## src/rtl/magnetometer_heading_top_defines.svh

```systemverilog
// Assertion macros for the heading block.
`ifndef MAGNETOMETER_HEADING_TOP_DEFINES_SVH
`define MAGNETOMETER_HEADING_TOP_DEFINES_SVH

// Same-cycle implication, sampled on clk_i, off while in reset.
`define MHEAD_ASSERT_IMP(lbl, ante, cons, msg) \
  lbl: assert property (@(posedge clk_i) disable iff (!rst_ni) (ante) |-> (cons)) \
    else $error(msg);

// Next-cycle implication, sampled on clk_i, off while in reset.
`define MHEAD_ASSERT_NXT(lbl, ante, cons, msg) \
  lbl: assert property (@(posedge clk_i) disable iff (!rst_ni) (ante) |=> (cons)) \
    else $error(msg);

`endif

```

## src/rtl/mhead_pkg.sv

```systemverilog
`timescale 1ns / 1ps
package mhead_pkg;

  localparam int AXIS_W    = 16;
  localparam int MAG_W     = 16;
  localparam int UT_W      = 13;
  localparam int HDG_W     = 9;
  localparam int CNT_W     = 6;
  localparam int NUM_CELLS = 44;
  localparam int TAB_W     = 47;
  localparam int PROD_W    = MAG_W + TAB_W;

  // trunc(|raw| * 10 / 109) == (|raw| * UT_MUL) >> UT_SHIFT for |raw| <= 32768
  localparam int UT_MUL_W  = 23;
  localparam int UT_SHIFT  = 26;
  localparam logic [UT_MUL_W-1:0] UT_MUL = 23'd6156780;
  localparam int UT_PROD_W = MAG_W + UT_MUL_W;

  localparam logic [HDG_W-1:0] HDG_MAX = 9'd359;

  localparam logic [63:0] PI_Q62  = 64'hC90FDAA22168C235;
  localparam logic [63:0] ONE_Q62 = 64'h4000000000000000;

  // one degree in Q62 radians
  localparam logic [63:0] DEG_STEP_Q62 = PI_Q62 / 64'd180;

  typedef struct packed {
    logic zero;   // x = y = 0
    logic eq;     // folded pair on the 45 degree line
    logic exact;  // angle sits on a multiple of 45 degrees
    logic swap;   // |y| > |x|, octant mirrored
    logic x_neg;
    logic y_neg;
  } flags_t;

  typedef struct packed {
    logic [MAG_W-1:0]      a;
    logic [MAG_W-1:0]      b;
    logic [CNT_W-1:0]      cnt;
    flags_t                flags;
    logic signed [UT_W-1:0] x_ut;
    logic signed [UT_W-1:0] y_ut;
    logic signed [UT_W-1:0] z_ut;
  } cell_data_t;

  typedef struct packed {
    logic signed [UT_W-1:0] z_ut;
    logic signed [UT_W-1:0] y_ut;
    logic signed [UT_W-1:0] x_ut;
    logic [HDG_W-1:0]       hdg;
  } result_t;

  typedef logic [NUM_CELLS:0][TAB_W-1:0] trig_tab_t;

  // (a * b) >> 62 for a, b below 2^63
  function automatic logic [63:0] mul_q62(logic [63:0] a, logic [63:0] b);
    logic [127:0] p;
    p = {64'd0, a} * {64'd0, b};
    return p[125:62];
  endfunction

  // n / d truncated, by shift and subtract
  function automatic logic [63:0] udiv64(logic [63:0] n, logic [63:0] d);
    logic [64:0] rem;
    logic [63:0] quo;
    rem = '0;
    quo = '0;
    for (int i = 63; i >= 0; i--) begin
      rem = {rem[63:0], n[i]};
      if (rem >= {1'b0, d}) begin
        rem    = rem - {1'b0, d};
        quo[i] = 1'b1;
      end
    end
    return quo;
  endfunction

  // sin or cos of whole degrees from a Q62 series, kept as Q47
  function automatic trig_tab_t build_trig_tab(logic want_sin);
    trig_tab_t   tab;
    logic [63:0] x;
    logic [63:0] x2;
    logic [63:0] s;
    logic [63:0] c;
    logic [63:0] ts;
    logic [63:0] tc;
    tab  = '0;
    for (int k = 0; k <= NUM_CELLS; k++) begin
      x  = DEG_STEP_Q62 * 64'(k);
      x2 = mul_q62(x, x);
      s  = x;
      c  = ONE_Q62;
      ts = x;
      tc = ONE_Q62;
      for (int n = 1; n <= 12; n++) begin
        ts = udiv64(mul_q62(ts, x2), 64'(2 * n) * 64'(2 * n + 1));
        tc = udiv64(mul_q62(tc, x2), 64'(2 * n - 1) * 64'(2 * n));
        if (n[0]) begin
          s = s - ts;
          c = c - tc;
        end else begin
          s = s + ts;
          c = c + tc;
        end
      end
      tab[k] = want_sin ? s[61:15] : c[61:15];
    end
    return tab;
  endfunction

  localparam trig_tab_t COS_TAB = build_trig_tab(1'b0);
  localparam trig_tab_t SIN_TAB = build_trig_tab(1'b1);

endpackage

```

## src/rtl/mhead_cell.sv

```systemverilog
`timescale 1ns / 1ps
module mhead_cell import mhead_pkg::*; (
  input  logic             clk_i,
  input  logic             rst_ni,
  input  logic             en_i,
  input  logic             valid_i,
  input  cell_data_t       data_i,
  input  logic [TAB_W-1:0] cos_i,
  input  logic [TAB_W-1:0] sin_i,
  output logic             valid_o,
  output cell_data_t       data_o
);

  logic              valid1_q;
  logic              valid2_q;
  cell_data_t        data1_q;
  cell_data_t        data2_q;
  cell_data_t        data2_d;
  logic [PROD_W-1:0] pc_d;
  logic [PROD_W-1:0] ps_d;
  logic [PROD_W-1:0] pc_q;
  logic [PROD_W-1:0] ps_q;

  // stage one: scale the folded pair by this cell's degree
  assign pc_d = PROD_W'(data_i.a) * PROD_W'(cos_i);
  assign ps_d = PROD_W'(data_i.b) * PROD_W'(sin_i);

  // stage two: count the degree if the vector lies at or above it
  always_comb begin
    data2_d     = data1_q;
    data2_d.cnt = data1_q.cnt + CNT_W'(pc_q >= ps_q);
  end

  always_ff @(posedge clk_i or negedge rst_ni) begin
    if (!rst_ni) begin
      valid1_q <= 1'b0;
      valid2_q <= 1'b0;
    end else if (en_i) begin
      valid1_q <= valid_i;
      valid2_q <= valid1_q;
    end
  end

  always_ff @(posedge clk_i) begin
    if (en_i) begin
      data1_q <= data_i;
      pc_q    <= pc_d;
      ps_q    <= ps_d;
      data2_q <= data2_d;
    end
  end

  assign valid_o = valid2_q;
  assign data_o  = data2_q;

endmodule

```

## config.mk

```make
export PLATFORM = sky130hd
export DESIGN_NAME = mhead_cell
export DESIGN_NICKNAME = d
export VERILOG_FILES = /design/src/rtl/magnetometer_heading_top_defines.svh /design/src/rtl/mhead_pkg.sv /design/src/rtl/mhead_cell.sv
export SDC_FILE = /design/constraint.sdc
export NUM_CORES = 2
export LEC_CHECK = 0
export BUFFER_PORTS_ARGS = -buffer_cell sky130_fd_sc_hd__buf_4
export CAP_MARGIN = 20
export CORE_MARGIN = 2
export CORE_UTILIZATION = 63
export DETAILED_ROUTE_END_ITERATION = 7
export PLACE_DENSITY_LB_ADDON = 0.2
export SYNTH_ARGS = -nofsm -noshare
export SYNTH_HDL_FRONTEND = slang
export SYNTH_SLANG_ARGS = --single-unit
```

## constraint.sdc

```tcl
create_clock -name clk_i -period 4.5 [get_ports clk_i]
set_input_delay 0.45 -clock clk_i [delete_from_list [all_inputs] [get_ports clk_i]]
set_output_delay 0.45 -clock clk_i [all_outputs]
set_load 0.02 [all_outputs]
```

==> flow_metrics.py <==
metrics = {
    "status": {
        "status": "finished, violations left",
        "violations": "negative setup slack",
    },
    "logic_synthesis": {
        "synth_most_common_cell": "inv_1",
        "synth_top_area_cell": "fa_1",
        "synth_area_leaders": "fa_1 (44%), edfxtp_1 (15%), inv_1 (9.5%), nand2_1 (7.4%), ha_1 (7.3%)",
        "ys_seq_elements": 294,
        "ys_top_cells_by_count": "inv_1 (1,451), fa_1 (1,256), nand2_1 (1,126)",
        "seq_area_frac_synth": 0.154,
        "syn-instance-count": 6047,
        "ys_async_sr_fraction": 0.00680,
        "synth_edf_count": 292,
        "ys.flop_type": "edfxtp_1",
        "synth.avg_cell_area_um2": 9.48,
        "syn_area_um2": 57300,
        "post_synth_num_cell_types": 80,
        "yosysWarnings": 0,
        "synth_top_area_share": 0.439,
        "syn_nets": 7819,
    },
    "detailed_routing": {
        "dr.pass1.iters": 6,
        "wl_met3_mm": 11.1,
        "highest_layer": "met4",
        "postRouteAntennaNets": 0,
        "drt_iter0_drc": 3311,
        "num_vias": 45600,
        "routedWlPerCell_um": 19.1,
        "met2WireLength_mm": 81.3,
        "drc": 0,
        "wl_met1_mm": 55.5,
        "via_per_inst": 5.57,
        "routed_wl_mm": 157,
    },
    "timing": {
        "whs_ns": 0.0405,
        "fmax_mhz": 159,
        "worstMarginPinSlew_ns": 0.731,
        "rsz0062_at_grt": "true",
        "hold_violations": 0,
        "max_slew_margin": 0.513,
        "setup_viol": 104,
        "period_share": 1.39,
        "fin_worst_skew_ns": 0.0466,
        "slew_violations": 0,
        "fin_crit_ns": 6.27,
        "worst_slack_ns": -1.77,
    },
    "global_route": {
        "grt_use_total": 0.326,
        "grt_overflow_total": 0,
        "grt_max_degree": 89,
        "grt_pass1_wl_mm": 243,
        "grt_pass1_vias": 49200,
        "antenna_found_initial": 1,
    },
    "final_layout": {
        "syn_to_final_growth_pct": 26.3,
        "final_core_util": 0.804,
        "fin_nets": 8762,
        "drive_above_1_share": 0.254,
        "n_antenna_cell": 0,
    },
    "clocking": {
        "cts_buffer_depth": 3,
        "cts-root-buf": "clkbuf_16",
        "clock_latency_ns": 0.59,
        "cts_max_level": 2,
        "cts_sinks": 294,
        "clk_pin_slew_ns": 0.06,
        "cts_tree": "yes",
        "cts_inserted_buffers": 36,
    },
    "setup_path": {
        "crit_path_max_incr_delay_ns": 0.54,
        "cp-end-kind": "register",
        "slowest_stage": "fa_1",
        "required_ns": 4.83,
        "crit_buf_inv": 7,
        "crit_family": "adder cells",
        "path_max_fanout": 13,
        "cp_common_cell": "fa_1",
        "critPathKind": "primary input to register",
        "critPathArrivalTime_ns": 6.60,
        "startpoint_type": "primary input",
    },
    "die": {
        "die_x_um": 306,
        "core_area_um2": 90100,
        "initial_utilization": 0.636,
        "io_pins": 265,
        "dieHeight_um": 306,
        "die-area_um2": 93400,
        "row_count": 110,
    },
    "placement": {
        "port_buffers": 264,
        "place.gp.congestion": 0.914,
        "hpwl_mm": 118,
    },
    "job": {
        "drv_cap": 0,
    },
    "min_path": {
        "hp-class": "primary input to register",
    },
}
==> what timing repair did <==
| action | CTS | global route |
|---|---|---|
| setup endpoints to repair | 106 | 107 |
| resized for setup | 323 | 396 |
| hold endpoints to repair | 2 | 0 |
| gates cloned | 5 | 15 |
| setup buffers | 43 | 72 |
| hold buffers | 1 | 0 |
| pin swaps | 133 | 237 |
==> state kept, by name, indices dropped and copies added (netlist names) <==
name and flops:
data1_q 83, data_o 83, pc_q 63, ps_q 63
valid1_q 1, valid_o 1
==> layer usage <==
metal | GRT usage | vias up
met5 | 0 | -
met1 | 0.395 | 23100
met4 | 0.148 | 0
li1 | - | 19800
met3 | 0.0387 | 627
met2 | 0.585 | 2064
==> through the flow <==
stage          setup slack (ns)  TNS (ns)  area, um^2  std cells
2_1_floorplan             -1.90   -126.17       59500       6047
3_3_place_gp              -2.25   -177.70       67000       8004
3_5_place_dp              -2.40   -183.76       67000       8004
4_1_cts                   -1.65   -100.49       70000       8116
5_1_grt                   -1.91   -125.09       72400       8192
6_report                  -1.77   -112.63       72400       8192
==> final cells by class <==
type | count | area (um^2)
multi-input cells | 4010 | 44600
fillers | 5311 | 17700
repair buffers | 1197 | 10900
flip-flops and latches | 294 | 8820
inverters | 1451 | 5450
well taps | 1176 | 1470
clock buffers | 40 | 937
clock inverters | 24 | 260
==> cells in the final DEF, fill, tap and decap left out, drive strengths merged, types with 14 or more instances in the layout <==
cell	count
inv	1457
nand4	35
o21ai	75
and2	496
nand2	1127
fa	1256
xnor2	76
a211oi	14
ha	335
nor2	73
edfxtp	292
xor2	45
nand2b	14
a21oi	151
a21o	96
o21bai	21
nand3	23
buf	1180
nor3	16
clkbuf	55
==> cells by family (layout without fill, tap and decap cells) <==
kind of cell / Yosys count / count (layout) / share of synthesized area
and+or+nand+nor: 1838 / 1838 / 0.148
muxes: 2 / 2 / 0.000393
xor gates and xnor gates: 121 / 121 / 0.0185
adders and majority gates: 1591 / 1591 / 0.512
DFF: 294 / 294 / 0.154
AOI/OAI and AO/OA: 458 / 458 / 0.0530
buffers and inverters: 1743 / 2712 / 0.114
==> final timing paths <==
kind / startpoint / end / slack [ns] / depth (start not counted)
hold reg to reg: data1_q[3]$_DFFE_PP_ / data_o[3]$_DFFE_PP_ / 0.38 / 0
setup reg to reg: pc_q[37]$_DFFE_PP_ / data_o[49]$_DFFE_PP_ / 0.39 / 14
min in group asynchronous: rst_ni / valid1_q$_DFFE_PN0P_ / 0.19 / 2
max in group asynchronous: rst_ni / valid_o$_DFFE_PN0P_ / 4.23 / 2
setup / recovery: data_i[71] / pc_q[44]$_DFFE_PP_ / -1.77 / 25
hold / removal: data_i[29] / data1_q[29]$_DFFE_PP_ / 0.04 / 1
Power is not shown: default switching activity piles up to over one toggle a cycle in this logic, so the estimate is an artifact.
