===== src/rtl/magnetometer_heading_top_defines.svh =====
// Assertion macros for the heading block.
`ifndef MAGNETOMETER_HEADING_TOP_DEFINES_SVH
`define MAGNETOMETER_HEADING_TOP_DEFINES_SVH

// Same-cycle implication, sampled on clk_i, off while in reset.
`define MHEAD_ASSERT_IMP(lbl, ante, cons, msg) \
  lbl: assert property (@(posedge clk_i) disable iff (!rst_ni) (ante) |-> (cons)) \
    else $error(msg);

// Next-cycle implication, sampled on clk_i, off while in reset.
`define MHEAD_ASSERT_NXT(lbl, ante, cons, msg) \
  lbl: assert property (@(posedge clk_i) disable iff (!rst_ni) (ante) |=> (cons)) \
    else $error(msg);

`endif


===== src/rtl/mhead_pkg.sv =====
`timescale 1ns / 1ps
package mhead_pkg;

  localparam int AXIS_W    = 16;
  localparam int MAG_W     = 16;
  localparam int UT_W      = 13;
  localparam int HDG_W     = 9;
  localparam int CNT_W     = 6;
  localparam int NUM_CELLS = 44;
  localparam int TAB_W     = 47;
  localparam int PROD_W    = MAG_W + TAB_W;

  // trunc(|raw| * 10 / 109) == (|raw| * UT_MUL) >> UT_SHIFT for |raw| <= 32768
  localparam int UT_MUL_W  = 23;
  localparam int UT_SHIFT  = 26;
  localparam logic [UT_MUL_W-1:0] UT_MUL = 23'd6156780;
  localparam int UT_PROD_W = MAG_W + UT_MUL_W;

  localparam logic [HDG_W-1:0] HDG_MAX = 9'd359;

  localparam logic [63:0] PI_Q62  = 64'hC90FDAA22168C235;
  localparam logic [63:0] ONE_Q62 = 64'h4000000000000000;

  // one degree in Q62 radians
  localparam logic [63:0] DEG_STEP_Q62 = PI_Q62 / 64'd180;

  typedef struct packed {
    logic zero;   // x = y = 0
    logic eq;     // folded pair on the 45 degree line
    logic exact;  // angle sits on a multiple of 45 degrees
    logic swap;   // |y| > |x|, octant mirrored
    logic x_neg;
    logic y_neg;
  } flags_t;

  typedef struct packed {
    logic [MAG_W-1:0]      a;
    logic [MAG_W-1:0]      b;
    logic [CNT_W-1:0]      cnt;
    flags_t                flags;
    logic signed [UT_W-1:0] x_ut;
    logic signed [UT_W-1:0] y_ut;
    logic signed [UT_W-1:0] z_ut;
  } cell_data_t;

  typedef struct packed {
    logic signed [UT_W-1:0] z_ut;
    logic signed [UT_W-1:0] y_ut;
    logic signed [UT_W-1:0] x_ut;
    logic [HDG_W-1:0]       hdg;
  } result_t;

  typedef logic [NUM_CELLS:0][TAB_W-1:0] trig_tab_t;

  // (a * b) >> 62 for a, b below 2^63
  function automatic logic [63:0] mul_q62(logic [63:0] a, logic [63:0] b);
    logic [127:0] p;
    p = {64'd0, a} * {64'd0, b};
    return p[125:62];
  endfunction

  // n / d truncated, by shift and subtract
  function automatic logic [63:0] udiv64(logic [63:0] n, logic [63:0] d);
    logic [64:0] rem;
    logic [63:0] quo;
    rem = '0;
    quo = '0;
    for (int i = 63; i >= 0; i--) begin
      rem = {rem[63:0], n[i]};
      if (rem >= {1'b0, d}) begin
        rem    = rem - {1'b0, d};
        quo[i] = 1'b1;
      end
    end
    return quo;
  endfunction

  // sin or cos of whole degrees from a Q62 series, kept as Q47
  function automatic trig_tab_t build_trig_tab(logic want_sin);
    trig_tab_t   tab;
    logic [63:0] x;
    logic [63:0] x2;
    logic [63:0] s;
    logic [63:0] c;
    logic [63:0] ts;
    logic [63:0] tc;
    tab  = '0;
    for (int k = 0; k <= NUM_CELLS; k++) begin
      x  = DEG_STEP_Q62 * 64'(k);
      x2 = mul_q62(x, x);
      s  = x;
      c  = ONE_Q62;
      ts = x;
      tc = ONE_Q62;
      for (int n = 1; n <= 12; n++) begin
        ts = udiv64(mul_q62(ts, x2), 64'(2 * n) * 64'(2 * n + 1));
        tc = udiv64(mul_q62(tc, x2), 64'(2 * n - 1) * 64'(2 * n));
        if (n[0]) begin
          s = s - ts;
          c = c - tc;
        end else begin
          s = s + ts;
          c = c + tc;
        end
      end
      tab[k] = want_sin ? s[61:15] : c[61:15];
    end
    return tab;
  endfunction

  localparam trig_tab_t COS_TAB = build_trig_tab(1'b0);
  localparam trig_tab_t SIN_TAB = build_trig_tab(1'b1);

endpackage


===== src/rtl/mhead_unfold.sv =====
`timescale 1ns / 1ps
module mhead_unfold import mhead_pkg::*; (
  input  logic       clk_i,
  input  logic       rst_ni,
  input  logic       en_i,
  input  logic       valid_i,
  input  cell_data_t data_i,
  output logic       valid_o,
  output result_t    res_o
);

  logic             valid_q;
  result_t          res_q;
  result_t          res_d;
  logic [CNT_W-1:0] p;
  logic [6:0]       fa;
  logic [HDG_W-1:0] fa_w;
  logic [HDG_W-1:0] h;

  assign p    = data_i.flags.eq ? 6'd45 : data_i.cnt;
  assign fa   = !data_i.flags.swap ? {1'b0, p} :
                data_i.flags.exact ? (7'd90 - {1'b0, p}) : (7'd89 - {1'b0, p});
  assign fa_w = {2'b00, fa};

  // map the octant angle back to its quadrant
  always_comb begin
    if (!data_i.flags.x_neg && !data_i.flags.y_neg) begin
      h = fa_w;
    end else if (data_i.flags.x_neg && !data_i.flags.y_neg) begin
      h = data_i.flags.exact ? (9'd180 - fa_w) : (9'd179 - fa_w);
    end else if (data_i.flags.x_neg) begin
      h = 9'd180 + fa_w;
    end else begin
      h = data_i.flags.exact ? (9'd360 - fa_w) : (9'd359 - fa_w);
    end
  end

  always_comb begin
    res_d.x_ut = data_i.x_ut;
    res_d.y_ut = data_i.y_ut;
    res_d.z_ut = data_i.z_ut;
    if (data_i.flags.zero) begin
      res_d.hdg = '0;
    end else if (h > HDG_MAX) begin
      res_d.hdg = HDG_MAX;
    end else begin
      res_d.hdg = h;
    end
  end

  always_ff @(posedge clk_i or negedge rst_ni) begin
    if (!rst_ni) begin
      valid_q <= 1'b0;
    end else if (en_i) begin
      valid_q <= valid_i;
    end
  end

  always_ff @(posedge clk_i) begin
    if (en_i) begin
      res_q <= res_d;
    end
  end

  assign valid_o = valid_q;
  assign res_o   = res_q;

endmodule


===== config.mk =====
export PLATFORM = sky130hd
export DESIGN_NAME = mhead_unfold
export DESIGN_NICKNAME = d
export VERILOG_FILES = /design/src/rtl/magnetometer_heading_top_defines.svh /design/src/rtl/mhead_pkg.sv /design/src/rtl/mhead_unfold.sv
export SDC_FILE = /design/constraint.sdc
export NUM_CORES = 1
export LEC_CHECK = 0
export BUFFER_PORTS_ARGS = -buffer_cell sky130_fd_sc_hd__buf_4
export CORE_AREA = 4 4 74 103
export DETAILED_ROUTE_END_ITERATION = 10
export DIE_AREA = 0 0 78 107
export PLACE_DENSITY = 0.72
export SLEW_MARGIN = 20
export SYNTH_ARGS = -nofsm -noshare
export SYNTH_HDL_FRONTEND = slang
export SYNTH_SLANG_ARGS = --single-unit

===== constraint.sdc =====
create_clock -name clk_i -period 0.8 [get_ports clk_i]
set_input_delay 0 -clock clk_i [delete_from_list [all_inputs] [get_ports clk_i]]
set_output_delay 0 -clock clk_i [all_outputs]
set_load 0.05 [all_outputs]

==> results_dict.tcl <==
set metrics [dict create \
    status "finished with violations" \
    violations "setup timing" \
    drt-initial-drc-count 109 \
    htree_levels 2 \
    overflow 0 \
    critPathLaunchType "input pin" \
    drive_above_1_share 0.537 \
    crit_type "input pin to register" \
    maxCapViolations 0 \
    clock.fmax_mhz 419 \
    synth-seq-area-share 0.566 \
    diodes 0 \
    syn2layout_area_growth_pct 88.2 \
    yosysTopAreaCellShare 0.557 \
    stdcell_count 522 \
    critPathMaxFanout 4 \
    clock_skew_ns 0 \
    synth_compound_area_frac 0.152 \
    mappedNetlistNets 306 \
    antenna_found_initial 0 \
    path_clk_slew_ns 0.08 \
    ant_nets 0 \
    avgSynthCellArea_um2 12.3 \
    clkLatencyLatePin_ns 0.30 \
    yosysWarnings 0 \
    period_share 2.98 \
    final-setup-viol-count 58 \
    cp-end-kind "register" \
    muxShareOfSynthArea 0.0208 \
    hold_viol 0 \
    yosys.area.top_type "edfxtp_1" \
    cts_tree "yes" \
    wl_per_cell_um 17.9 \
    required_ns 0.85 \
    die_w_um 78 \
    n_fill_cell 419 \
    min_period_ns 2.38 \
    synthArstFlopShare 0.0204 \
    tns_ns -16.32 \
    dieArea_mm2 0.00835 \
    fin_nets 524 \
    via_count 2591 \
    syn_area_mm2 0.00259 \
    ys_types 57 \
    yosys_register_bits 49 \
    synth_top_family_by_area "simple AND/OR/NAND/NOR gates" \
    grt_setup_unrepaired "yes" \
    synth_edf_count 48 \
    grt_max_degree 15 \
    gp_congestion 0.904 \
    grt_usage 0.221 \
    cts_buffers 5 \
    place_hpwl_um 6170 \
    ctsRootBufferMaster "clkbuf_8" \
    clkSinkCount 49 \
    drcViolationCount 0 \
    synthSimpleGateAreaFrac 0.153 \
    core_mm2 0.00661 \
    arrival_ns 2.44 \
    synth_adder_area_share 0.0425 \
    setup_slack_ns -1.58 \
    rows 35 \
    ys.flop_type "edfxtp_1" \
    synth_xor_area_frac 0.0304 \
    syn_inst 211 \
    io_buffers 103 \
    synth_area_leaders "edfxtp_1, ha_1, nand2_1" \
    first_global_vias 2550 \
    timing.hold.ws_ns 0.0588 \
    firstDrtPassIters 4 \
    worstMarginPinSlew_ns 0.442 \
    routed_wl_um 9370 \
    peakVddDrop_mv 0.892 \
    design_power_total_w 0.00763 \
    viasPerCell 4.96 \
    relSlewSlack 0.704 \
    die_h_um 107 \
    cts_buffer_depth 2 \
    hold_path_class "input pin to register" \
    leakagePower_nw 2.09 \
    placed_cells 463 \
    maxSlewViolCount 0 \
    num_io_pins 136 \
    p_per_area_mw_per_mm2 1570 \
    start_util 0.392 \
    grt_pass1_wl_um 13900 \
]
-- final timing paths --
path / startpoint / to / slack, ns / depth (start not counted)
setup / recovery: data_i[42] / res_o[2]$_SDFFCE_PP0P_ / -1.58 / 13
max in group asynchronous: rst_ni / valid_o$_DFFE_PN0P_ / 0.18 / 3
hold / removal: en_i / res_o[10]$_DFFE_PP_ / 0.06 / 1
setup reg to reg: valid_o$_DFFE_PN0P_ / valid_o$_DFFE_PN0P_ / 0.02 / 1
min in group asynchronous: rst_ni / valid_o$_DFFE_PN0P_ / 0.53 / 3
hold reg to reg: valid_o$_DFFE_PN0P_ / valid_o$_DFFE_PN0P_ / 0.55 / 1
-- area by class of cell --
type,count,area [um^2],share of cell area
Timing Repair Buffer,219,1980,0.406
Sequential cell,49,1470,0.301
Multi-Input combinational cell,142,1170,0.241
Tap cell,92,115,0.0236
Clock buffer,8,90.1,0.0185
Inverter,12,47.5,0.00976
-- sequential cells by signal (all words and copies together) (netlist names) --
register	flops
res_o	48
valid_o	1
-- report_power, final --
part           internal (W)  leakage, nW  switching, W
registers           0.00307        0.479      0.000125
logic               0.00134         1.57       0.00157
clock network      0.000707       0.0455      0.000813
-- logic make-up after synthesis --
kind of cell	after synthesis
xor+xnor	9
mux	5
fa+ha+maj	9
flops	49
compound gates	49
simple gates	70
buf+inv	20
-- through the flow --
| stage | util | setup WS (ns) | instance area [um^2] |
|---|---|---|---|
| after floorplan | - | -1.90 | 2650 |
| after global placement | 0.602 | -1.83 | 3980 |
| after detailed placement | 0.602 | -1.89 | 3980 |
| after CTS | 0.711 | -1.52 | 4700 |
| after global routing | 0.737 | -1.63 | 4870 |
| final | 0.737 | -1.58 | 4870 |
-- critical path: stages --
cell       delay (ns)
buf_6            0.09
nor2b_4          0.13
or4b_4           0.51
and2_4           0.17
buf_4            0.13
ha_1             0.17
a31o_2           0.22
o211ai_1         0.19
o211a_1          0.19
a2bb2oi_2        0.18
nand4bb_1        0.17
a31oi_1          0.24
a211oi_2         0.06
-- cells in the mapped netlist, types with 4 or more instances --
| cell | instances |
|---|---|
| or3_1 | 4 |
| a211oi_1 | 4 |
| nor2_1 | 13 |
| edfxtp_1 | 48 |
| a31oi_1 | 7 |
| and2_1 | 4 |
| buf_1 | 4 |
| inv_1 | 9 |
| nand2b_1 | 5 |
| nand2_1 | 22 |
| o21ai_0 | 11 |
| xnor2_1 | 7 |
| ha_1 | 8 |
-- layout by cell type (no fill, tap or decap), types with 3 or more instances in the layout --
master,n
dlygate4sd3_1,42
buf_6,59
nor2_1,11
inv_1,8
xnor2_1,7
ha_1,5
mux2_2,3
buf_4,117
a31oi_1,7
o21ai_2,4
edfxtp_1,48
a21oi_1,3
nor2_2,4
nand2_1,20
o21ai_0,8
nand2b_1,3
clkbuf_8,6
inv_2,3
-- timing repair --
item / 4_1_cts / 5_1_grt
pin swaps: 11 / 26
setup endpoints to repair: 58 / 58
hold buffers: 41 / 1
hold endpoints to repair: 41 / 1
resized for setup: 57 / 27
buffers inserted: 1 / 8
-- metal layers --
| layer | share of wire | track usage |
|---|---|---|
| met1 | 0.35 | 0.234 |
| met2 | 0.54 | 0.418 |
| met3 | 0.086 | 0.0529 |
| met4 | 0.022 | 0.0775 |
| met5 | 0 | 0 |
(Power assumes the default switching activity.)
