==> src/rtl/magnetometer_heading_top_defines.svh <==
// Assertion macros for the heading block.
`ifndef MAGNETOMETER_HEADING_TOP_DEFINES_SVH
`define MAGNETOMETER_HEADING_TOP_DEFINES_SVH

// Same-cycle implication, sampled on clk_i, off while in reset.
`define MHEAD_ASSERT_IMP(lbl, ante, cons, msg) \
  lbl: assert property (@(posedge clk_i) disable iff (!rst_ni) (ante) |-> (cons)) \
    else $error(msg);

// Next-cycle implication, sampled on clk_i, off while in reset.
`define MHEAD_ASSERT_NXT(lbl, ante, cons, msg) \
  lbl: assert property (@(posedge clk_i) disable iff (!rst_ni) (ante) |=> (cons)) \
    else $error(msg);

`endif

==> src/rtl/mhead_pkg.sv <==
`timescale 1ns / 1ps
package mhead_pkg;

  localparam int AXIS_W    = 16;
  localparam int MAG_W     = 16;
  localparam int UT_W      = 13;
  localparam int HDG_W     = 9;
  localparam int CNT_W     = 6;
  localparam int NUM_CELLS = 44;
  localparam int TAB_W     = 47;
  localparam int PROD_W    = MAG_W + TAB_W;

  // trunc(|raw| * 10 / 109) == (|raw| * UT_MUL) >> UT_SHIFT for |raw| <= 32768
  localparam int UT_MUL_W  = 23;
  localparam int UT_SHIFT  = 26;
  localparam logic [UT_MUL_W-1:0] UT_MUL = 23'd6156780;
  localparam int UT_PROD_W = MAG_W + UT_MUL_W;

  localparam logic [HDG_W-1:0] HDG_MAX = 9'd359;

  localparam logic [63:0] PI_Q62  = 64'hC90FDAA22168C235;
  localparam logic [63:0] ONE_Q62 = 64'h4000000000000000;

  // one degree in Q62 radians
  localparam logic [63:0] DEG_STEP_Q62 = PI_Q62 / 64'd180;

  typedef struct packed {
    logic zero;   // x = y = 0
    logic eq;     // folded pair on the 45 degree line
    logic exact;  // angle sits on a multiple of 45 degrees
    logic swap;   // |y| > |x|, octant mirrored
    logic x_neg;
    logic y_neg;
  } flags_t;

  typedef struct packed {
    logic [MAG_W-1:0]      a;
    logic [MAG_W-1:0]      b;
    logic [CNT_W-1:0]      cnt;
    flags_t                flags;
    logic signed [UT_W-1:0] x_ut;
    logic signed [UT_W-1:0] y_ut;
    logic signed [UT_W-1:0] z_ut;
  } cell_data_t;

  typedef struct packed {
    logic signed [UT_W-1:0] z_ut;
    logic signed [UT_W-1:0] y_ut;
    logic signed [UT_W-1:0] x_ut;
    logic [HDG_W-1:0]       hdg;
  } result_t;

  typedef logic [NUM_CELLS:0][TAB_W-1:0] trig_tab_t;

  // (a * b) >> 62 for a, b below 2^63
  function automatic logic [63:0] mul_q62(logic [63:0] a, logic [63:0] b);
    logic [127:0] p;
    p = {64'd0, a} * {64'd0, b};
    return p[125:62];
  endfunction

  // n / d truncated, by shift and subtract
  function automatic logic [63:0] udiv64(logic [63:0] n, logic [63:0] d);
    logic [64:0] rem;
    logic [63:0] quo;
    rem = '0;
    quo = '0;
    for (int i = 63; i >= 0; i--) begin
      rem = {rem[63:0], n[i]};
      if (rem >= {1'b0, d}) begin
        rem    = rem - {1'b0, d};
        quo[i] = 1'b1;
      end
    end
    return quo;
  endfunction

  // sin or cos of whole degrees from a Q62 series, kept as Q47
  function automatic trig_tab_t build_trig_tab(logic want_sin);
    trig_tab_t   tab;
    logic [63:0] x;
    logic [63:0] x2;
    logic [63:0] s;
    logic [63:0] c;
    logic [63:0] ts;
    logic [63:0] tc;
    tab  = '0;
    for (int k = 0; k <= NUM_CELLS; k++) begin
      x  = DEG_STEP_Q62 * 64'(k);
      x2 = mul_q62(x, x);
      s  = x;
      c  = ONE_Q62;
      ts = x;
      tc = ONE_Q62;
      for (int n = 1; n <= 12; n++) begin
        ts = udiv64(mul_q62(ts, x2), 64'(2 * n) * 64'(2 * n + 1));
        tc = udiv64(mul_q62(tc, x2), 64'(2 * n - 1) * 64'(2 * n));
        if (n[0]) begin
          s = s - ts;
          c = c - tc;
        end else begin
          s = s + ts;
          c = c + tc;
        end
      end
      tab[k] = want_sin ? s[61:15] : c[61:15];
    end
    return tab;
  endfunction

  localparam trig_tab_t COS_TAB = build_trig_tab(1'b0);
  localparam trig_tab_t SIN_TAB = build_trig_tab(1'b1);

endpackage

==> src/rtl/mhead_prep.sv <==
`timescale 1ns / 1ps
module mhead_prep import mhead_pkg::*; (
  input  logic                     clk_i,
  input  logic                     rst_ni,
  input  logic                     en_i,
  input  logic                     valid_i,
  input  logic signed [AXIS_W-1:0] raw_x_i,
  input  logic signed [AXIS_W-1:0] raw_z_i,
  input  logic signed [AXIS_W-1:0] raw_y_i,
  output logic                     valid_o,
  output cell_data_t               data_o
);

  logic                   valid_q;
  cell_data_t             data_q;
  cell_data_t             data_d;
  logic [MAG_W-1:0]       ax;
  logic [MAG_W-1:0]       ay;
  logic [MAG_W-1:0]       az;
  logic [UT_PROD_W-1:0]   px;
  logic [UT_PROD_W-1:0]   py;
  logic [UT_PROD_W-1:0]   pz;
  logic [UT_W-1:0]        qx;
  logic [UT_W-1:0]        qy;
  logic [UT_W-1:0]        qz;

  // magnitudes; -32768 maps to 32768 unsigned
  assign ax = raw_x_i[AXIS_W-1] ? (~raw_x_i + 1'b1) : raw_x_i;
  assign ay = raw_y_i[AXIS_W-1] ? (~raw_y_i + 1'b1) : raw_y_i;
  assign az = raw_z_i[AXIS_W-1] ? (~raw_z_i + 1'b1) : raw_z_i;

  assign px = UT_PROD_W'(ax) * UT_PROD_W'(UT_MUL);
  assign py = UT_PROD_W'(ay) * UT_PROD_W'(UT_MUL);
  assign pz = UT_PROD_W'(az) * UT_PROD_W'(UT_MUL);
  assign qx = px[UT_SHIFT +: UT_W];
  assign qy = py[UT_SHIFT +: UT_W];
  assign qz = pz[UT_SHIFT +: UT_W];

  always_comb begin
    data_d             = '0;
    data_d.flags.x_neg = raw_x_i[AXIS_W-1];
    data_d.flags.y_neg = raw_y_i[AXIS_W-1];
    data_d.flags.zero  = (ax == '0) && (ay == '0);
    data_d.x_ut        = raw_x_i[AXIS_W-1] ? -qx : qx;
    data_d.y_ut        = raw_y_i[AXIS_W-1] ? -qy : qy;
    data_d.z_ut        = raw_z_i[AXIS_W-1] ? -qz : qz;
    // fold into 0..45 degrees
    if (ay <= ax) begin
      data_d.a           = ay;
      data_d.b           = ax;
      data_d.flags.swap  = 1'b0;
      data_d.flags.eq    = (ay == ax);
      data_d.flags.exact = (ay == '0) || (ay == ax);
    end else begin
      data_d.a           = ax;
      data_d.b           = ay;
      data_d.flags.swap  = 1'b1;
      data_d.flags.eq    = 1'b0;
      data_d.flags.exact = (ax == '0);
    end
  end

  always_ff @(posedge clk_i or negedge rst_ni) begin
    if (!rst_ni) begin
      valid_q <= 1'b0;
    end else if (en_i) begin
      valid_q <= valid_i;
    end
  end

  always_ff @(posedge clk_i) begin
    if (en_i) begin
      data_q <= data_d;
    end
  end

  assign valid_o = valid_q;
  assign data_o  = data_q;

endmodule

==> config.mk <==
export PLATFORM = sky130hd
export DESIGN_NAME = mhead_prep
export DESIGN_NICKNAME = d
export VERILOG_FILES = /design/src/rtl/magnetometer_heading_top_defines.svh /design/src/rtl/mhead_pkg.sv /design/src/rtl/mhead_prep.sv
export SDC_FILE = /design/constraint.sdc
export NUM_CORES = 1
export LEC_CHECK = 0
export BUFFER_PORTS_ARGS = -buffer_cell sky130_fd_sc_hd__buf_4
export CELL_PAD_IN_SITES_DETAIL_PLACEMENT = 2
export CELL_PAD_IN_SITES_GLOBAL_PLACEMENT = 2
export CORE_UTILIZATION = 38
export CTS_BUF_LIST = sky130_fd_sc_hd__clkbuf_16
export DETAILED_ROUTE_END_ITERATION = 16
export GPL_TIMING_DRIVEN = 0
export PLACE_DENSITY = 0.88
export SYNTH_ARGS = -nofsm -noshare
export SYNTH_HDL_FRONTEND = slang
export SYNTH_SLANG_ARGS = --single-unit
==> constraint.sdc <==
create_clock -name clk_i -period 0.8 [get_ports clk_i]
set_input_delay 0.04 -clock clk_i [delete_from_list [all_inputs] [get_ports clk_i]]
set_output_delay 0.04 -clock clk_i [all_outputs]
set_load 0.005 [all_outputs]
==> results of run 1 <==
## how the worst max path moves through the flow
stage | endpoint | slack [ns] | cells past startpoint
CTS | data_o[32]$_DFFE_PP_ | -6.69 | 28
finish | data_o[32]$_DFFE_PP_ | -9.36 | 27
global route | data_o[32]$_DFFE_PP_ | -9.08 | 30
global placement | data_o[25]$_DFFE_PP_ | -8.97 | 27
detailed placement | data_o[25]$_DFFE_PP_ | -9.17 | 27
floorplan | data_o[37]$_DFFE_PP_ | -6.32 | 25
## per-layer routing
metal	track usage, %	wire length (microns)	vias up	part of all wire (%)
met5	0	683	-	0.36
met4	30.0	24200	28	13
met3	9.96	27300	1650	14
met2	69.4	77500	3175	41
met1	43.6	59200	13400	31
li1	-	-	8970	-
## placed cells by master, fill, tap and decap left out, types with 25 or more instances in the layout
| cell | count |
|---|---|
| ha_1 | 372 |
| xnor2_1 | 32 |
| a21oi_1 | 42 |
| inv_1 | 539 |
| a21o_1 | 25 |
| ha_4 | 55 |
| buf_6 | 121 |
| buf_4 | 295 |
| edfxtp_1 | 77 |
| xnor2_2 | 32 |
| fa_2 | 38 |
| a21oi_2 | 26 |
| nand2_1 | 69 |
| nor2_1 | 46 |
| fa_1 | 358 |
| inv_2 | 45 |
## per-stage QoR
| step | area, sq um | hold slack [ns] | TNS, ns |
|---|---|---|---|
| floorplan | 25200 | -0.256 | -315.05 |
| global placement | 27200 | -0.185 | -484.39 |
| detailed placement | 27200 | -0.184 | -513.37 |
| CTS | 31500 | 0.181 | -345.63 |
| global route | 34000 | 0.218 | -449.12 |
| finish | 34000 | 0.220 | -454.43 |
## critical path: cells and delay by family
kind                     cells  cell delay, ns
adder cells (fa/ha/maj)      7            3.61
buffers and inverters        9            2.06
XOR/XNOR                     1            0.55
AO/OA/AOI/OAI                6            2.59
AND/OR/NAND/NOR              4            1.26
## layout make-up
cell class,instances,area share (%)
Antenna cell,22,0.162
Buffer,30,0.817
Clock buffer,9,0.663
Clock inverter,7,0.287
Inverter,611,7.02
Multi-Input combinational cell,1742,69.3
Sequential cell,78,6.88
Tap cell,846,3.11
Timing Repair Buffer,434,11.7
## registers in the layout (all words and copies together), names as in the netlist
name,cells
data_o,77
valid_o,1
## cells by family (layout without fill, tap and decap cells)
kind of cell	Yosys count	after routing	synth area share, %
flops	78	78	9.69
mux	37	37	1.55
other cells	1	37	0.0155
fa+ha+maj	841	841	55.9
xor+xnor	138	138	5.09
simple gates	371	371	8.01
compound gates	340	340	9.54
buf+inv	644	1091	10.2
## timing repair
item | CTS | global route
gates resized for setup | 474 | 344
hold buffers | 5 | 0
buffers inserted | 181 | 130
setup endpoints to repair | 231 | 154
hold endpoints to repair | 4 | 0
pin swaps | 167 | 172
gates cloned | 2 | 0
==> impl_results.md, run 1 <==
- Critical Path AT: 10.20 ns
- Max-cap viol count: 0
- Slew Limit Fails: 0
- Initial antenna violation count: 10
- Vias in the first global route: 26,500
- Min setup slack post-route: -9.36 ns
- Count leader, synth: inv_1
- Register area: 0.00234 sq mm
- CP startpoint kind: input pin
- Crit-path most repeated cell: inv_1
- Placeable Area: 0.0630 sq mm
- Num CTS Buffers: 9
- Post-synth top cells: inv_1, ha_1, fa_1
- Die H: 254 microns
- H-tree depth: 3
- #FFs+latches synth: 78
- Mapped cell area: 0.0241 sq mm
- Worst-Skew Late Latency: 0.42 ns
- Die W: 254 microns
- Least-Margin Pin Slew: 1.31 ns
- Final Net Count: 3,798
- Final Wtd Congestion: 0.928
- Register area share after synthesis: 9.69%
- Routed Antenna Nets: 0
- Multi-input logic area: 0.0236 sq mm
- Yosys cell types: 77
- Flop-to-flop setup slack: 0.02 ns
- Primary FF master, synth: edfxtp_1
- Setup CP Type: input pin to register
- Syn Inst Count: 2,450
- Routed vias/inst: 7.20
- Outcome: complete, but fails checks
- Top cells by area, synth: fa_1, ha_1, edfxtp_1
- CTS Root Cell: clkbuf_16
- Io pins: 136
- Final Non-Filler Cells: 3,779
- Global-route wire length before repair: 187,000 microns
- RR Startpoint: valid_o$_DFFE_PN0P_
- Global Route Usage Sum: 40.6%
- Grt total ovfl: 0
- Slowest CP cell: o21ai_0
- CP required: 0.84 ns
- Min Tclk post-route: 10.16 ns
- Hold Path Origin: en_i
- Area leader, netlist: fa_1
- Fin. Hold Viols: 0
- FF-to-FF End: valid_o$_DFFE_PN0P_
- Share of layout cells above drive strength 1: 36.2%
- Die ar.: 0.0645 sq mm
- Largest net degree at the start of global routing: 79
- Fin crit share: 1270%
- DP HPWL: 80,200 microns
- IO buf count: 129
- Failing checks: negative setup slack
- Crit-path max cell delay: 0.71 ns
- Area growth from synthesis to layout: 40.9%
- Final design utilization: 54.0%
- CP Max Fanout: 10
- Starting utilization of the core area: 38.3%
- Post-synth EDFFs: 77
- Synthesized area per cell: 9.85 sq um
- Initial DRT Pass Iterations: 6
- R2R depth: 1
- Crit path launch: raw_x_i[15]
- Hold Path End: data_o[10]$_DFFE_PP_
- Crit end category: register
- Hold Path Depth: 1
- Total wire length: 189,000 microns
- Fillers: 6,162
- Worst-case clock buffer depth: 2
- Share of flip-flops with an asynchronous set or reset: 1.28%
- Ys Warns: 0
- Class of the worst hold path: input pin to register
- Row Count: 92
- Wire per inst: 50.0 microns
- Clock Skews: 0 ns
- Max Fclk: 98.4 MHz
- Post-synth top area share: 32.9%
- # clock sinks: 78
- Slew HR: 12.7%
- DR iter-0 viols: 3,631
- Vias: 27,200
- CTS tree: yes
- Dpl ws: -9.17 ns
- RSZ-0062 raised after global routing: yes
- DRC: 0
- Setup violations, final: 154
- Cells after DPL: 3,440
- Clk pin slew, worst setup/hold paths: 0.11 ns
Power of run 1 is left out: the tool's default activity adds up to more than one toggle a clock period on the data nets, which glitch-free logic cannot reach.
==> inputs of run 2 (changes only) <==
--- a/config.mk
+++ b/config.mk
@@ -11,8 +11,7 @@
 export CORE_UTILIZATION = 38
 export CTS_BUF_LIST = sky130_fd_sc_hd__clkbuf_16
 export DETAILED_ROUTE_END_ITERATION = 16
-export GPL_TIMING_DRIVEN = 0
-export PLACE_DENSITY = 0.88
+export PLACE_DENSITY = 0.82
 export SYNTH_ARGS = -nofsm -noshare
 export SYNTH_HDL_FRONTEND = slang
 export SYNTH_SLANG_ARGS = --single-unit
==> impl_results.md, run 2 <==
- Post-synth top cells: inv_1, ha_1, fa_1 (unchanged)
- Io pins: 136 (unchanged)
- Synthesized area per cell: 9.85 sq um (unchanged)
- CTS Hold Buffers Added: 3 (was 5)
- Area leader, netlist: fa_1 (unchanged)
- Top cells by area, synth: fa_1, ha_1, edfxtp_1 (unchanged)
- Placed cell area: 0.0321 sq mm (was 0.0272 sq mm)
- Tool Error: [ERROR DPL-0033] detailed placement checks failed during check placement.
- Ys Warns: 0 (unchanged)
- Mapped cell area: 0.0241 sq mm (unchanged)
- # clock sinks: 78 (unchanged)
- Starting utilization of the core area: 38.3% (unchanged)
- Yosys cell types: 77 (unchanged)
- Num CTS Buffers: 9 (unchanged)
- Die H: 254 microns (unchanged)
- Primary FF master, synth: edfxtp_1 (unchanged)
- Post-synth EDFFs: 77 (unchanged)
- Row Count: 92 (unchanged)
- # Post-CTS Setup Buffers: 117 (was 181)
- IO buf count: 129 (unchanged)
- Register area share after synthesis: 9.69% (unchanged)
- Count leader, synth: inv_1 (unchanged)
- Share of flip-flops with an asynchronous set or reset: 1.28% (unchanged)
- Outcome: stopped before the end (was complete, but fails checks)
- CTS Root Cell: clkbuf_16 (unchanged)
- #FFs+latches synth: 78 (unchanged)
- H-tree depth: 3 (unchanged)
- DP HPWL: 106,000 microns (was 80,200 microns)
- Worst-case clock buffer depth: 2 (unchanged)
- Die W: 254 microns (unchanged)
- Post-synth top area share: 32.9% (unchanged)
- Syn Inst Count: 2,450 (unchanged)
- Final Wtd Congestion: 0.963 (was 0.928)
- Exit stage: 4_1_cts
- Resize count post-CTS: 541 (was 474)
-- run 2: logic make-up after synthesis --
family	count (synthesis)	synth area share (%)
multiplexers	37	1.55
buffers and inverters	644	10.2
adder cells (fa/ha/maj)	841	55.9
AO/OA/AOI/OAI	340	9.54
XOR/XNOR	138	5.09
AND/OR/NAND/NOR	371	8.01
flip-flops	78	9.69
other	1	0.0155
-- run 2: stage by stage --
| stage | setup TNS, ns | setup WS (ns) | hold WS, ns | cells |
|---|---|---|---|---|
| 2_1_floorplan | -315.05 | -6.32 | -0.256 | 2464 |
| 3_3_place_gp | -363.31 | -7.11 | -0.185 | 4087 |
| 3_5_place_dp | -391.65 | -7.73 | -0.182 | 4087 |
==> inputs of run 3 (changes only) <==
--- a/config.mk
+++ b/config.mk
@@ -6,12 +6,9 @@
 export NUM_CORES = 1
 export LEC_CHECK = 0
 export BUFFER_PORTS_ARGS = -buffer_cell sky130_fd_sc_hd__buf_4
-export CELL_PAD_IN_SITES_DETAIL_PLACEMENT = 2
-export CELL_PAD_IN_SITES_GLOBAL_PLACEMENT = 2
-export CORE_UTILIZATION = 38
-export CTS_BUF_LIST = sky130_fd_sc_hd__clkbuf_16
+export CORE_UTILIZATION = 35
 export DETAILED_ROUTE_END_ITERATION = 16
-export PLACE_DENSITY = 0.82
+export PLACE_DENSITY_LB_ADDON = 0.15
 export SYNTH_ARGS = -nofsm -noshare
 export SYNTH_HDL_FRONTEND = slang
 export SYNTH_SLANG_ARGS = --single-unit
==> constraint.sdc (replaced) <==
create_clock -name clk_i -period 1 [get_ports clk_i]
set_input_delay 0.05 -clock clk_i [delete_from_list [all_inputs] [get_ports clk_i]]
set_output_delay 0.05 -clock clk_i [all_outputs]
set_load 0.005 [all_outputs]
==> impl_results.md, run 3 (same netlist as run 1, synthesis figures left out) <==
- Max reg flops: 77
- Outcome: complete, but fails checks (was stopped before the end)
- Crit-path max cell delay: 0.67 ns
- Min setup slack post-route: -6.14 ns
- CP Max Fanout: 6
- Routed Antenna Nets: 0
- CP startpoint kind: input pin
- Wire per inst: 18.3 microns
- Initial DRT Pass Iterations: 5
- Worst Path Buf+Inv: 3
- Fillers: 6,287
- Fin crit share: 714%
- # clock sinks: 78 (unchanged)
- Commonest cells after routing, fill and taps aside: buf_4, inv_1, ha_1
- Least-Margin Pin Slew: 0.624 ns
- Class of the worst hold path: input pin to register
- Routed vias/inst: 4.85
- Critical path's top delay family: adder cells
- Die ar.: 0.0700 sq mm
- Min Tclk post-route: 7.14 ns
- Multi-input logic area: 0.0217 sq mm
- IO buf count: 129 (unchanged)
- Dpl ws: -7.08 ns (was -7.73 ns)
- Setup CP Type: input pin to register
- Ant. Diodes: 0
- Crit-path most repeated cell: fa_1
- Final Net Count: 4,183
- Share of layout cells above drive strength 1: 37.6%
- Num CTS Buffers: 9 (unchanged)
- CP cell instances: buf_6 -> or4_4 -> or3_4 -> or4_4 -> fa_2 -> xnor2_4 -> xnor2_2 -> fa_1 -> fa_1 -> fa_1 -> inv_1 -> fa_1 -> inv_2 -> ha_4 -> a21oi_2 -> o21ai_2 -> a211o_1 -> o2111a_1 -> or4_4 -> a221oi_4 -> a21oi_2 -> a2111oi_2 -> nand4_1
- Placeable Area: 0.0678 sq mm
- Slowest CP cell: fa_2
- Starting utilization of the core area: 35.6% (was 38.3%)
- CTS Root Cell: clkbuf_16 (unchanged)
- Largest net degree at the start of global routing: 21
- Slew Limit Fails: 0
- Initial antenna violation count: 0
- RSZ-0062 raised after global routing: yes
- DP HPWL: 66,900 microns (was 106,000 microns)
- CTS tree: yes
- Register area: 0.00234 sq mm
- DRC: 0
- Final Wtd Congestion: 0.957 (was 0.963)
- Clock Skews: 0 ns
- Die W: 265 microns (was 254 microns)
- Total wire length: 76,300 microns
- Clk pin slew, worst setup/hold paths: 0.08 ns
- Critical Path AT: 7.28 ns
- Failing checks: negative setup slack
- Most common library cell in the layout ignoring fill and taps: buf_4
- Die H: 265 microns (was 254 microns)
- Vias: 20,200
- Global Route Usage Sum: 22.5%
- Worst-case clock buffer depth: 2 (unchanged)
- Area growth from synthesis to layout: 43.6%
- Worst-Skew Late Latency: 0.40 ns
- Vias in the first global route: 22,400
- Max-cap viol count: 0
- Grt total ovfl: 0
- Global-route wire length before repair: 122,000 microns
- Slew HR: 58.0%
- CP required: 1.14 ns
- Max Fclk: 140 MHz
- Crit end category: register
- Setup violations, final: 88
- Row Count: 95 (was 92)
- Io pins: 136 (unchanged)
- H-tree depth: 3 (unchanged)
- Fin. Hold Viols: 0
- DR iter-0 viols: 967
-- run 3: layout make-up --
cell class	count	area share (%)
tap	873	3.15
sequential	78	6.74
timing repair buffer	849	19.8
clock inverter	7	0.249
inverter	611	6.69
multi-input combinational	1742	62.7
clock buffer	9	0.650
-- run 3: final timing paths --
| kind | from | to | slack (ns) | cells after the start |
|---|---|---|---|---|
| min in group asynchronous | rst_ni | valid_o$_DFFE_PN0P_ | 0.48 | 3 |
| setup reg to reg | valid_o$_DFFE_PN0P_ | valid_o$_DFFE_PN0P_ | 0.26 | 1 |
| max in group asynchronous | rst_ni | valid_o$_DFFE_PN0P_ | 0.42 | 3 |
| hold reg to reg | valid_o$_DFFE_PN0P_ | valid_o$_DFFE_PN0P_ | 0.51 | 1 |
| setup / recovery | raw_x_i[9] | data_o[32]$_DFFE_PP_ | -6.14 | 23 |
| hold / removal | en_i | data_o[41]$_DFFE_PP_ | 0.05 | 1 |
-- run 3: timing repair --
item                                    in CTS  in global routing
endpoints found under the hold margin        2                  0
pin swaps                                   96                 94
buffers inserted                            39                 44
gates resized for setup                    193                166
endpoints found under the setup margin     107                118
gates cloned                                 1                  1
hold buffers                                 3                  0
-- run 3: routing by layer --
metal	vias up	global-route usage (%)	share of wire (%)
met1	10100	29.1	45
met3	82	2.19	2.9
met2	315	39.8	50
met4	0	5.86	2.5
li1	9731	-	-
met5	-	0	0
-- run 3: through the flow --
stage	utilization, %	hold WS (ns)	cells	area, sq um	setup TNS, ns
5_1_grt	51.2	0.0427	4169	34700	-315.36
2_1_floorplan	-	-0.246	2464	25200	-300.80
3_3_place_gp	47.0	-0.175	4074	31900	-345.03
4_1_cts	49.5	0.0242	4128	33500	-298.86
3_5_place_dp	47.0	-0.173	4074	31900	-345.43
6_report	51.2	0.0455	4169	34700	-302.68
Power of run 3 is left out for the same reason.
